<file path="config.mk">
export PLATFORM = sky130hd
export DESIGN_NAME = tick_extend_midnight_detect_top_flat
export DESIGN_NICKNAME = d
export VERILOG_FILES = /design/src/design/temd_pkg.sv /design/src/design/temd_if.sv /design/src/design/tick_extend_midnight_detect_top.sv /design/src/flat_wrapper.sv
export SDC_FILE = /design/constraint.sdc
export NUM_CORES = 2
export LEC_CHECK = 0
export ABC_CLOCK_PERIOD_IN_PS = 35400
export BUFFER_PORTS_ARGS = -buffer_cell sky130_fd_sc_hd__buf_2
export CAP_MARGIN = 20
export CORE_MARGIN = 8
export CORE_UTILIZATION = 35
export CTS_CLUSTER_SIZE = 12
export DETAILED_ROUTE_END_ITERATION = 8
export SLEW_MARGIN = 10
export SYNTH_ARGS = -nofsm -noshare
export SYNTH_HDL_FRONTEND = slang
export SYNTH_SLANG_ARGS = --single-unit
</file>
<file path="constraint.sdc">
create_clock -name clk -period 35.4 [get_ports clk]
set_input_delay 1.77 -clock clk [delete_from_list [all_inputs] [get_ports clk]]
set_output_delay 1.77 -clock clk [all_outputs]
set_load 0.05 [all_outputs]
</file>
<file path="src/design/temd_pkg.sv">
// Package for the tick extender and midnight detector.
// Holds field widths, request and status codes, and the constant-divide helpers.
// No dependencies; every other file of the block imports it.
package temd_pkg;

  localparam int unsigned FUNC_W = 2;
  localparam int unsigned TICK_W = 32;
  localparam int unsigned SEC_W  = 32;
  localparam int unsigned TZ_W   = 5;
  localparam int unsigned TS_W   = 64;
  localparam int unsigned STAT_W = 2;

  // Request function codes. The unused code behaves as a timestamp read.
  localparam logic [FUNC_W-1:0] FUNC_READ    = 2'd0;
  localparam logic [FUNC_W-1:0] FUNC_SET_REF = 2'd1;
  localparam logic [FUNC_W-1:0] FUNC_CHECK   = 2'd2;

  // Result status codes.
  localparam logic [STAT_W-1:0] STAT_NONE     = 2'd0;
  localparam logic [STAT_W-1:0] STAT_MIDNIGHT = 2'd1;
  localparam logic [STAT_W-1:0] STAT_UNSET    = 2'd2;

  localparam logic [16:0]      DAY_SEC   = 17'd86400;
  localparam logic [SEC_W-1:0] DAY_SEC_W = 32'd86400;

  // ceil(2^30 / 125): exact quotient for any 23-bit dividend.
  localparam logic [23:0] RECIP_125 = 24'd8589935;
  // ceil(2^35 / 675): exact quotient for any 25-bit dividend.
  localparam logic [25:0] RECIP_675 = 26'd50903317;

  typedef struct packed {
    logic [15:0] q;
    logic [6:0]  r;
  } div125_t;

  // One 16-bit digit of a long division by 125. The incoming remainder is
  // below 125, so the partial dividend fits in 23 bits and the digit in 16.
  function automatic div125_t div125_step(input logic [6:0] rem_in,
                                          input logic [15:0] digit);
    logic [22:0] v;
    logic [46:0] prod;
    logic [22:0] back;
    div125_t     res;
    v     = {rem_in, digit};
    prod  = 47'(v) * 47'(RECIP_125);
    res.q = prod[45:30];
    back  = {7'd0, res.q} * 23'd125;
    res.r = 7'(v - back);
    return res;
  endfunction

endpackage

</file>
<file path="src/design/temd_if.sv">
// Request and response channel interfaces of the tick extender.
// Valid/ready handshake with the payload alongside; depends on temd_pkg.
interface temd_req_if;
  import temd_pkg::*;
  logic                    valid;
  logic                    ready;
  logic [FUNC_W-1:0]       func;
  logic [TICK_W-1:0]       tick_ms;
  logic [SEC_W-1:0]        unix_time_sec;
  logic signed [TZ_W-1:0]  tz_offset_hours;

  modport source (output valid, func, tick_ms, unix_time_sec, tz_offset_hours,
                  input ready);
  modport sink (input valid, func, tick_ms, unix_time_sec, tz_offset_hours,
                output ready);
endinterface

interface temd_rsp_if;
  import temd_pkg::*;
  logic              valid;
  logic              ready;
  logic [TS_W-1:0]   timestamp_ms;
  logic [SEC_W-1:0]  current_unix_sec;
  logic [STAT_W-1:0] status;
  logic [SEC_W-1:0]  next_midnight_sec;

  modport source (output valid, timestamp_ms, current_unix_sec, status,
                  next_midnight_sec, input ready);
  modport sink (input valid, timestamp_ms, current_unix_sec, status,
                next_midnight_sec, output ready);
endinterface

</file>
<file path="src/design/tick_extend_midnight_detect_top.sv">
// Top level of the tick extender and local midnight detector.
// Depends on temd_pkg and the channel interfaces in temd_if.sv.
// Requests pass the stage registers and then the result registers; an unread result
// stalls them, else one request per cycle. The depth comes from the divide by 1000,
// done as a shift by three and four 16-bit long-division digits by 125, one per stage.
// Reset (synchronous, active high) clears wrap tracking, the reference, the midnight
// target and all pipeline valid bits; no clearing pass is needed.
module tick_extend_midnight_detect_top (
  input logic      clk,
  input logic      rst,
  temd_req_if.sink req,
  temd_rsp_if.source rsp
);
  import temd_pkg::*;

  // Fields every stage carries through to the result.
  typedef struct packed {
    logic [FUNC_W-1:0] func;
    logic [TS_W-1:0]   ts;
    logic [SEC_W-1:0]  base;
  } common_t;

  // Architectural state. The wrap counter and the reference are updated as a
  // request is accepted, so the next request already sees them. The midnight
  // target is only read and written in the last stage, in request order.
  logic [SEC_W-1:0]  wrap_count;
  logic [TICK_W-1:0] last_tick;
  logic [SEC_W-1:0]  ref_unix_sec;
  logic [TS_W-1:0]   ref_timestamp_ms;
  logic [SEC_W-1:0]  midnight_target;

  // Pipeline valid bits and per-stage load enables. A stage loads when it is
  // empty or its content moves on, so bubbles are squeezed out and new
  // requests keep flowing into empty stages while a finished result waits at the output.
  logic v1, v2, v3, v4, v5, out_valid;
  logic ld1, ld2, ld3, ld4, ld5, ld6;
  logic req_fire;

  // Stage payloads.
  common_t               c1, c2, c3, c4, c5;
  logic [60:0]           el1;
  logic [47:0]           el2;
  logic [31:0]           el3;
  logic [15:0]           el4;
  logic [6:0]            rem2, rem3, rem4;
  logic [15:0]           qhi4;
  logic [31:0]           q5;
  logic [SEC_W-1:0]      usec1, usec2, usec3;
  logic signed [TZ_W-1:0] tz1, tz2;
  logic [15:0]           q675_2;
  logic [16:0]           local3;
  logic [SEC_W-1:0]      cand4, cand5;

  // Result registers.
  logic [TS_W-1:0]   out_ts;
  logic [SEC_W-1:0]  out_now;
  logic [STAT_W-1:0] out_status;
  logic [SEC_W-1:0]  out_target;

  assign ld6 = !out_valid || rsp.ready;
  assign ld5 = !v5 || ld6;
  assign ld4 = !v4 || ld5;
  assign ld3 = !v3 || ld4;
  assign ld2 = !v2 || ld3;
  assign ld1 = !v1 || ld2;

  assign req.ready = ld1;
  assign req_fire  = req.valid && ld1;

  // ---------------------------------------------------------------------
  // Entry: widen the tick and form the elapsed time since the reference.
  // A set-reference request becomes its own reference, so its elapsed time
  // is zero and its current second is the given unix second.
  // ---------------------------------------------------------------------
  logic [SEC_W-1:0] wrap_next;
  logic [TS_W-1:0]  ts0;
  logic [TS_W-1:0]  elapsed0;
  logic [SEC_W-1:0] base0;
  logic             is_set0;

  assign is_set0   = (req.func == FUNC_SET_REF);
  assign wrap_next = (req.tick_ms < last_tick) ? wrap_count + 32'd1 : wrap_count;
  assign ts0       = {wrap_next, req.tick_ms};
  assign elapsed0  = is_set0 ? '0 : ts0 - ref_timestamp_ms;
  assign base0     = is_set0 ? req.unix_time_sec : ref_unix_sec;

  always_ff @(posedge clk) begin
    if (rst) begin
      wrap_count       <= '0;
      last_tick        <= '0;
      ref_unix_sec     <= '0;
      ref_timestamp_ms <= '0;
    end else if (req_fire) begin
      wrap_count <= wrap_next;
      last_tick  <= req.tick_ms;
      if (is_set0) begin
        ref_unix_sec     <= req.unix_time_sec;
        ref_timestamp_ms <= ts0;
      end
    end
  end

  // ---------------------------------------------------------------------
  // Stage 2 logic: top division digit (13 bits, padded) and the multiply of
  // the unix second's upper 25 bits by the reciprocal of 675. With
  // 86400 = 128 * 675, the second of day is the remainder mod 675 shifted
  // back up by seven bits, plus the low seven bits.
  // ---------------------------------------------------------------------
  div125_t     dA;
  logic [50:0] prod675;

  assign dA      = div125_step(7'd0, {3'd0, el1[60:48]});
  assign prod675 = 51'(usec1[31:7]) * 51'(RECIP_675);

  // Stage 3 logic: second digit, and the local second of day folded back
  // into one day after adding the signed timezone.
  div125_t            dB;
  logic [24:0]        rem675;
  logic [16:0]        day_sec;
  logic signed [18:0] tz_sec;
  logic signed [18:0] local_raw;
  logic signed [18:0] local_fold;

  assign dB        = div125_step(rem2, el2[47:32]);
  assign rem675    = usec2[31:7] - 25'(q675_2) * 25'd675;
  assign day_sec   = {rem675[9:0], usec2[6:0]};
  assign tz_sec    = 19'(tz2) * 19'sd3600;
  assign local_raw = $signed({2'b00, day_sec}) + tz_sec;

  always_comb begin
    if (local_raw < 19'sd0) begin
      local_fold = local_raw + 19'sd86400;
    end else if (local_raw >= 19'sd86400) begin
      local_fold = local_raw - 19'sd86400;
    end else begin
      local_fold = local_raw;
    end
  end

  // Stage 4 logic: third digit, and the candidate target. At exact local
  // midnight the target is the given second itself.
  div125_t     dC;
  logic [16:0] remain;

  assign dC     = div125_step(rem3, el3[31:16]);
  assign remain = (local3 == 17'd0) ? 17'd0 : DAY_SEC - local3;

  // Stage 5 logic: last digit completes the low 32 quotient bits.
  div125_t dD;

  assign dD = div125_step(rem4, el4);

  // ---------------------------------------------------------------------
  // Final stage: current second, midnight compare and target update.
  // ---------------------------------------------------------------------
  logic [SEC_W-1:0]  now5;
  logic [SEC_W-1:0]  target_next;
  logic [STAT_W-1:0] status_next;

  assign now5 = c5.base + q5;

  always_comb begin
    target_next = midnight_target;
    status_next = STAT_NONE;
    case (c5.func)
      FUNC_SET_REF: begin
        target_next = cand5;
      end
      FUNC_CHECK: begin
        if (midnight_target == '0) begin
          status_next = STAT_UNSET;
        end else if (now5 >= midnight_target) begin
          target_next = midnight_target + DAY_SEC_W;
          status_next = STAT_MIDNIGHT;
        end
      end
      default: begin
        target_next = midnight_target;
      end
    endcase
  end

  // Valid bits and architectural target.
  always_ff @(posedge clk) begin
    if (rst) begin
      v1              <= 1'b0;
      v2              <= 1'b0;
      v3              <= 1'b0;
      v4              <= 1'b0;
      v5              <= 1'b0;
      out_valid       <= 1'b0;
      midnight_target <= '0;
    end else begin
      if (ld1) v1 <= req.valid;
      if (ld2) v2 <= v1;
      if (ld3) v3 <= v2;
      if (ld4) v4 <= v3;
      if (ld5) v5 <= v4;
      if (ld6) begin
        out_valid <= v5;
        if (v5) begin
          midnight_target <= target_next;
        end
      end
    end
  end

  // Pipeline payload, no reset needed.
  always_ff @(posedge clk) begin
    if (ld1) begin
      c1.func <= req.func;
      c1.ts   <= ts0;
      c1.base <= base0;
      el1     <= elapsed0[63:3];
      usec1   <= req.unix_time_sec;
      tz1     <= req.tz_offset_hours;
    end
    if (ld2) begin
      c2     <= c1;
      rem2   <= dA.r;
      el2    <= el1[47:0];
      usec2  <= usec1;
      tz2    <= tz1;
      q675_2 <= prod675[50:35];
    end
    if (ld3) begin
      c3     <= c2;
      rem3   <= dB.r;
      el3    <= el2[31:0];
      usec3  <= usec2;
      local3 <= local_fold[16:0];
    end
    if (ld4) begin
      c4    <= c3;
      rem4  <= dC.r;
      qhi4  <= dC.q;
      el4   <= el3[15:0];
      cand4 <= usec3 + {15'd0, remain};
    end
    if (ld5) begin
      c5    <= c4;
      q5    <= {qhi4, dD.q};
      cand5 <= cand4;
    end
    if (ld6) begin
      out_ts     <= c5.ts;
      out_now    <= now5;
      out_status <= status_next;
      out_target <= target_next;
    end
  end

  assign rsp.valid             = out_valid;
  assign rsp.timestamp_ms      = out_ts;
  assign rsp.current_unix_sec  = out_now;
  assign rsp.status            = out_status;
  assign rsp.next_midnight_sec = out_target;

  // A reported midnight must have moved the target forward by one day.
  a_midnight_advance: assert property (@(posedge clk) disable iff (rst)
    (v5 && ld6 && status_next == STAT_MIDNIGHT) |=>
      (midnight_target == $past(midnight_target) + DAY_SEC_W))
    else $error("midnight reported without a one-day target advance");

  // A backward tick on an accepted request counts exactly one wrap.
  a_wrap_count: assert property (@(posedge clk) disable iff (rst)
    (req_fire && req.tick_ms < last_tick) |=>
      (wrap_count == $past(wrap_count) + 32'd1))
    else $error("tick wrap not counted");

  // An unset report always goes with a zero target.
  a_unset_zero: assert property (@(posedge clk) disable iff (rst)
    (rsp.valid && rsp.status == STAT_UNSET) |-> (rsp.next_midnight_sec == '0))
    else $error("unset status with a nonzero target");

  // With the output register empty, nothing may hold off a new request.
  a_ready_when_empty: assert property (@(posedge clk) disable iff (rst)
    !out_valid |-> req.ready)
    else $error("request stalled while the output is empty");

endmodule
</file>
<file path="src/flat_wrapper.sv">
// flat-port wrapper written by rule: the top's interface ports become plain ports
module tick_extend_midnight_detect_top_flat import temd_pkg::*;
  (clk, rst, req_valid, req_func, req_tick_ms, req_unix_time_sec, req_tz_offset_hours, req_ready, rsp_valid, rsp_timestamp_ms, rsp_current_unix_sec, rsp_status, rsp_next_midnight_sec, rsp_ready);
  temd_req_if req_i ();
  temd_rsp_if rsp_i ();
  input logic clk;
  input logic rst;
  input wire logic [$bits(req_i.valid)-1:0] req_valid;
  input wire logic [$bits(req_i.func)-1:0] req_func;
  input wire logic [$bits(req_i.tick_ms)-1:0] req_tick_ms;
  input wire logic [$bits(req_i.unix_time_sec)-1:0] req_unix_time_sec;
  input wire logic [$bits(req_i.tz_offset_hours)-1:0] req_tz_offset_hours;
  output wire logic [$bits(req_i.ready)-1:0] req_ready;
  output wire logic [$bits(rsp_i.valid)-1:0] rsp_valid;
  output wire logic [$bits(rsp_i.timestamp_ms)-1:0] rsp_timestamp_ms;
  output wire logic [$bits(rsp_i.current_unix_sec)-1:0] rsp_current_unix_sec;
  output wire logic [$bits(rsp_i.status)-1:0] rsp_status;
  output wire logic [$bits(rsp_i.next_midnight_sec)-1:0] rsp_next_midnight_sec;
  input wire logic [$bits(rsp_i.ready)-1:0] rsp_ready;
  assign req_i.valid = req_valid;
  assign req_i.func = req_func;
  assign req_i.tick_ms = req_tick_ms;
  assign req_i.unix_time_sec = req_unix_time_sec;
  assign req_i.tz_offset_hours = req_tz_offset_hours;
  assign req_ready = req_i.ready;
  assign rsp_valid = rsp_i.valid;
  assign rsp_timestamp_ms = rsp_i.timestamp_ms;
  assign rsp_current_unix_sec = rsp_i.current_unix_sec;
  assign rsp_status = rsp_i.status;
  assign rsp_next_midnight_sec = rsp_i.next_midnight_sec;
  assign rsp_i.ready = rsp_ready;
  tick_extend_midnight_detect_top u_core (.clk(clk), .rst(rst), .req(req_i), .rsp(rsp_i));
endmodule
</file>
==> Flow_metrics.wiki <==
{| class="wikitable"
! Metric !! Value
|-
| Routed wire length || 216000 um
|-
| Slowest Stage Delay on Critical Path || 0.61 ns
|-
| Fraction of synthesis flops using an asynchronous set or reset pin || 0%
|-
| Synthesized net count || ~9700
|-
| Global-route usage over all layers || 15.9%
|-
| Critical Path Sink Type || flip-flop
|-
| # fillers || ~24000
|-
| Crit Path Max Fanout || 8
|-
| Chip Height || between 500 and 600 um
|-
| Router iterations before antenna repair || 6
|-
| Final setup fails || 0
|-
| Hpwl dp || 171000 um
|-
| CTS tree || done
|-
| Core ar. || 251000 um^2
|-
| Unrepaired setup endpoints after global routing || no
|-
| Parity-gate share of the synthesized area counting xor and xnor cells || 3.15%
|-
| CTS Sinks || 1237
|-
| Commonest non-fill, non-tap cells in the layout || sky130_fd_sc_hd__inv_1, sky130_fd_sc_hd__ha_1, sky130_fd_sc_hd__edfxtp_1
|-
| Area occupied by registers || 35200 um^2
|-
| Antenna viol nets, final || 0
|-
| Multi-input logic area || between 40000 and 50000 um^2
|-
| Share of layout cells above drive strength 1 || between 6 and 7%
|-
| Setup Skew || 0.0218 ns
|-
| Number of synthesized flops with an enable pin || 1039
|-
| Fin crit period || 9.80 ns
|-
| P&R area growth vs syn || 11.0%
|-
| Final Cycle Share || around 28%
|-
| Synth warnings || 0
|-
| 1st-iter DRT viols || 3101
|-
| Worst Max-Slew Pin Slew || between 1 and 1.5 ns
|-
| Required time at the worst-slack endpoint || 35.94 ns
|-
| Initial core utilization || 35.2%
|-
| Post-detailed-route wirelength per cell || 19.1 um
|-
| Number of hold-repair buffers added at the cts stage || 0
|-
| Multiplexer share of the synthesized area || less than 1%
|-
| Post-CTS setup buffers || 0
|-
| # DRC || 0
|-
| Number of buffers created by CTS || roughly 140
|-
| Mean cell area of the mapped netlist || roughly 12 um^2
|-
| Most common cell after layout, fill and taps aside || sky130_fd_sc_hd__inv_1
|-
| Die ar. || 268000 um^2
|-
| Number of distinct library cells after synthesis || 88
|-
| Kind of launch point of the worst setup path || flip-flop
|-
| I/O pin count || 207
|-
| Fraction of the mapped netlist area in compound gates || under 10%
|-
| Initial antenna violation count || 20
|-
| Worst rel slew slack || 30.4%
|-
| Share of the yosys chip area belonging to registers || 39.9%
|-
| Arrival time of the worst setup path || 10.34 ns
|-
| DR vias || 54300
|-
| Post-synth design cell area || 88200 um^2
|-
| Post-Synth Adder-Cell Area || 35.7%
|-
| Type of the worst setup path || flip-flop to flip-flop
|-
| Overall overflow remaining after global route || 0
|-
| Fmax || 0.102 GHz
|-
| Routed via count divided by cell count || 4.82
|-
| Post-synthesis simple-gate area fraction || approximately 6.4%
|-
| Class of the tightest hold or removal check || flip-flop to flip-flop
|-
| Clock tree buffer depth || 3
|-
| Count of buffers inserted at the top-level ports || 206
|-
| Placer Congestion || 0.898
|-
| Non-filler cells, final || 11300
|-
| Largest family of logic cells by synthesized area || adder cells
|-
| Quantity of gates resized following cts || 0
|-
| Post-placement cell count || 11000
|-
| Max Cap Viol || 0
|-
| Die width || ~520 um
|-
| Wire length of the first global-routing pass || 336000 um
|-
| Clock latency on the worst-skew pair || 0.80 ns
|-
| Maximum number of pins on one net before global-route repair || 112
|-
| Cell at the slowest stage of the critical path || sky130_fd_sc_hd__fa_1
|-
| Vias in the first global route || 57000
|-
| Synthesized instance count || 7550
|-
| Fin. max-slew vios || 0
|-
| Floorplan row count || 184
|-
| Number of nets in the layout || 9954
|-
| Worst path most repeated cell || sky130_fd_sc_hd__fa_1
|-
| Outcome || completed
|-
| Dominant register cell in the synthesized netlist || sky130_fd_sc_hd__edfxtp_1
|-
| Maximum level of the CTS H-tree || 4
|-
| Final total negative setup slack || 0 ns
|-
| Final Hold Violating Endpoints || 0
|-
| Root Driver || sky130_fd_sc_hd__clkbuf_16
|-
| Post-synthesis register bit count || 1237
|-
| Clock transition time at the flip-flop clock pins of the worst setup and hold paths || 0.06 ns
|}
## worst max-delay path: cells and delay by family (launching register included)
family	cells	cell delay [ns]
adder cells (fa/ha/maj)	12	5.38
flip-flops	1	0.59
AO/OA/AOI/OAI	10	2.40
XOR/XNOR	5	0.73
buffers and inverters	6	0.44
## cell type report
class | count | share of cell area [%]
inverters | 1560 | 6.00
clock buffers | 191 | 3.93
multi-input cells | 4631 | 47.8
diodes | 5 | 0.0128
flip-flops and latches | 1237 | 35.9
clock inverters | 59 | 0.719
well taps | 3348 | 4.28
repair buffers | 244 | 1.39
## through the flow
stage	worst slack [ns]	util (%)	area, um^2	hold WS [ns]
after detailed placement	25.54	37.2	93400	0.405
after CTS	25.53	39.0	97900	0.406
after global placement	25.56	37.2	93300	0.400
final	25.60	39.0	98000	0.409
after floorplan	21.67	-	88200	0.400
after global routing	25.06	39.0	98000	0.409
## flip-flops by register name, indices dropped and copies added (netlist names), 48 cells and up
| signal | count |
|---|---|
| u_core.c1 | 98 |
| u_core.c5 | 98 |
| u_core.rsp.timestamp_ms | 64 |
| u_core.c3 | 98 |
| u_core.ref_timestamp_ms | 64 |
| u_core.el2 | 48 |
| u_core.c2 | 98 |
| u_core.el1 | 61 |
| u_core.c4 | 98 |
## cells in the mapped netlist (71+ instances only)
cell type                  instances  area (um^2)
sky130_fd_sc_hd__ha_1           1309        16400
sky130_fd_sc_hd__nor2_1          296         1110
sky130_fd_sc_hd__a21oi_1         342         1710
sky130_fd_sc_hd__nor3_1           86          430
sky130_fd_sc_hd__edfxtp_1       1039        31200
sky130_fd_sc_hd__inv_1          1559         5850
sky130_fd_sc_hd__xnor2_1         214         1870
sky130_fd_sc_hd__o21ai_0         133          666
sky130_fd_sc_hd__a21o_1          137         1030
sky130_fd_sc_hd__nand3_1          71          355
sky130_fd_sc_hd__clkbuf_1        109          409
sky130_fd_sc_hd__dfxtp_1         198         3960
sky130_fd_sc_hd__nand2_1         457         1720
sky130_fd_sc_hd__xor2_1          101          885
sky130_fd_sc_hd__fa_1            755        15100
## layer usage
layer	part of all wire [%]	global-route usage, %
met3	4.4	2.40
met2	47	26.5
met4	2.8	4.50
met1	46	21.6
met5	0.034	0
## cells by family after synthesis
family                     count (synthesis)
AOI/OAI and AO/OA                       1014
xor gates and xnor gates                 316
adders and majority gates               2064
buffers and inverters                   1682
DFF                                     1237
muxes                                     14
and+or+nand+nor                         1223
## final timing paths
check / to / slack [ns] / start / cells after the start
setup / recovery: u_core.rem3[6]$_DFFE_PP_ / 25.60 / u_core.el2[43]$_DFFE_PP_ / 33
hold reg to reg: u_core.c2[33]$_DFFE_PP_ / 0.41 / u_core.c1[33]$_DFFE_PN_ / 0
setup reg to reg: u_core.rem3[6]$_DFFE_PP_ / 25.60 / u_core.el2[43]$_DFFE_PP_ / 33
hold / removal: u_core.c2[33]$_DFFE_PP_ / 0.41 / u_core.c1[33]$_DFFE_PN_ / 0
Power is not shown: default switching activity piles up to over one toggle a cycle in this logic, so the estimate is an artifact.
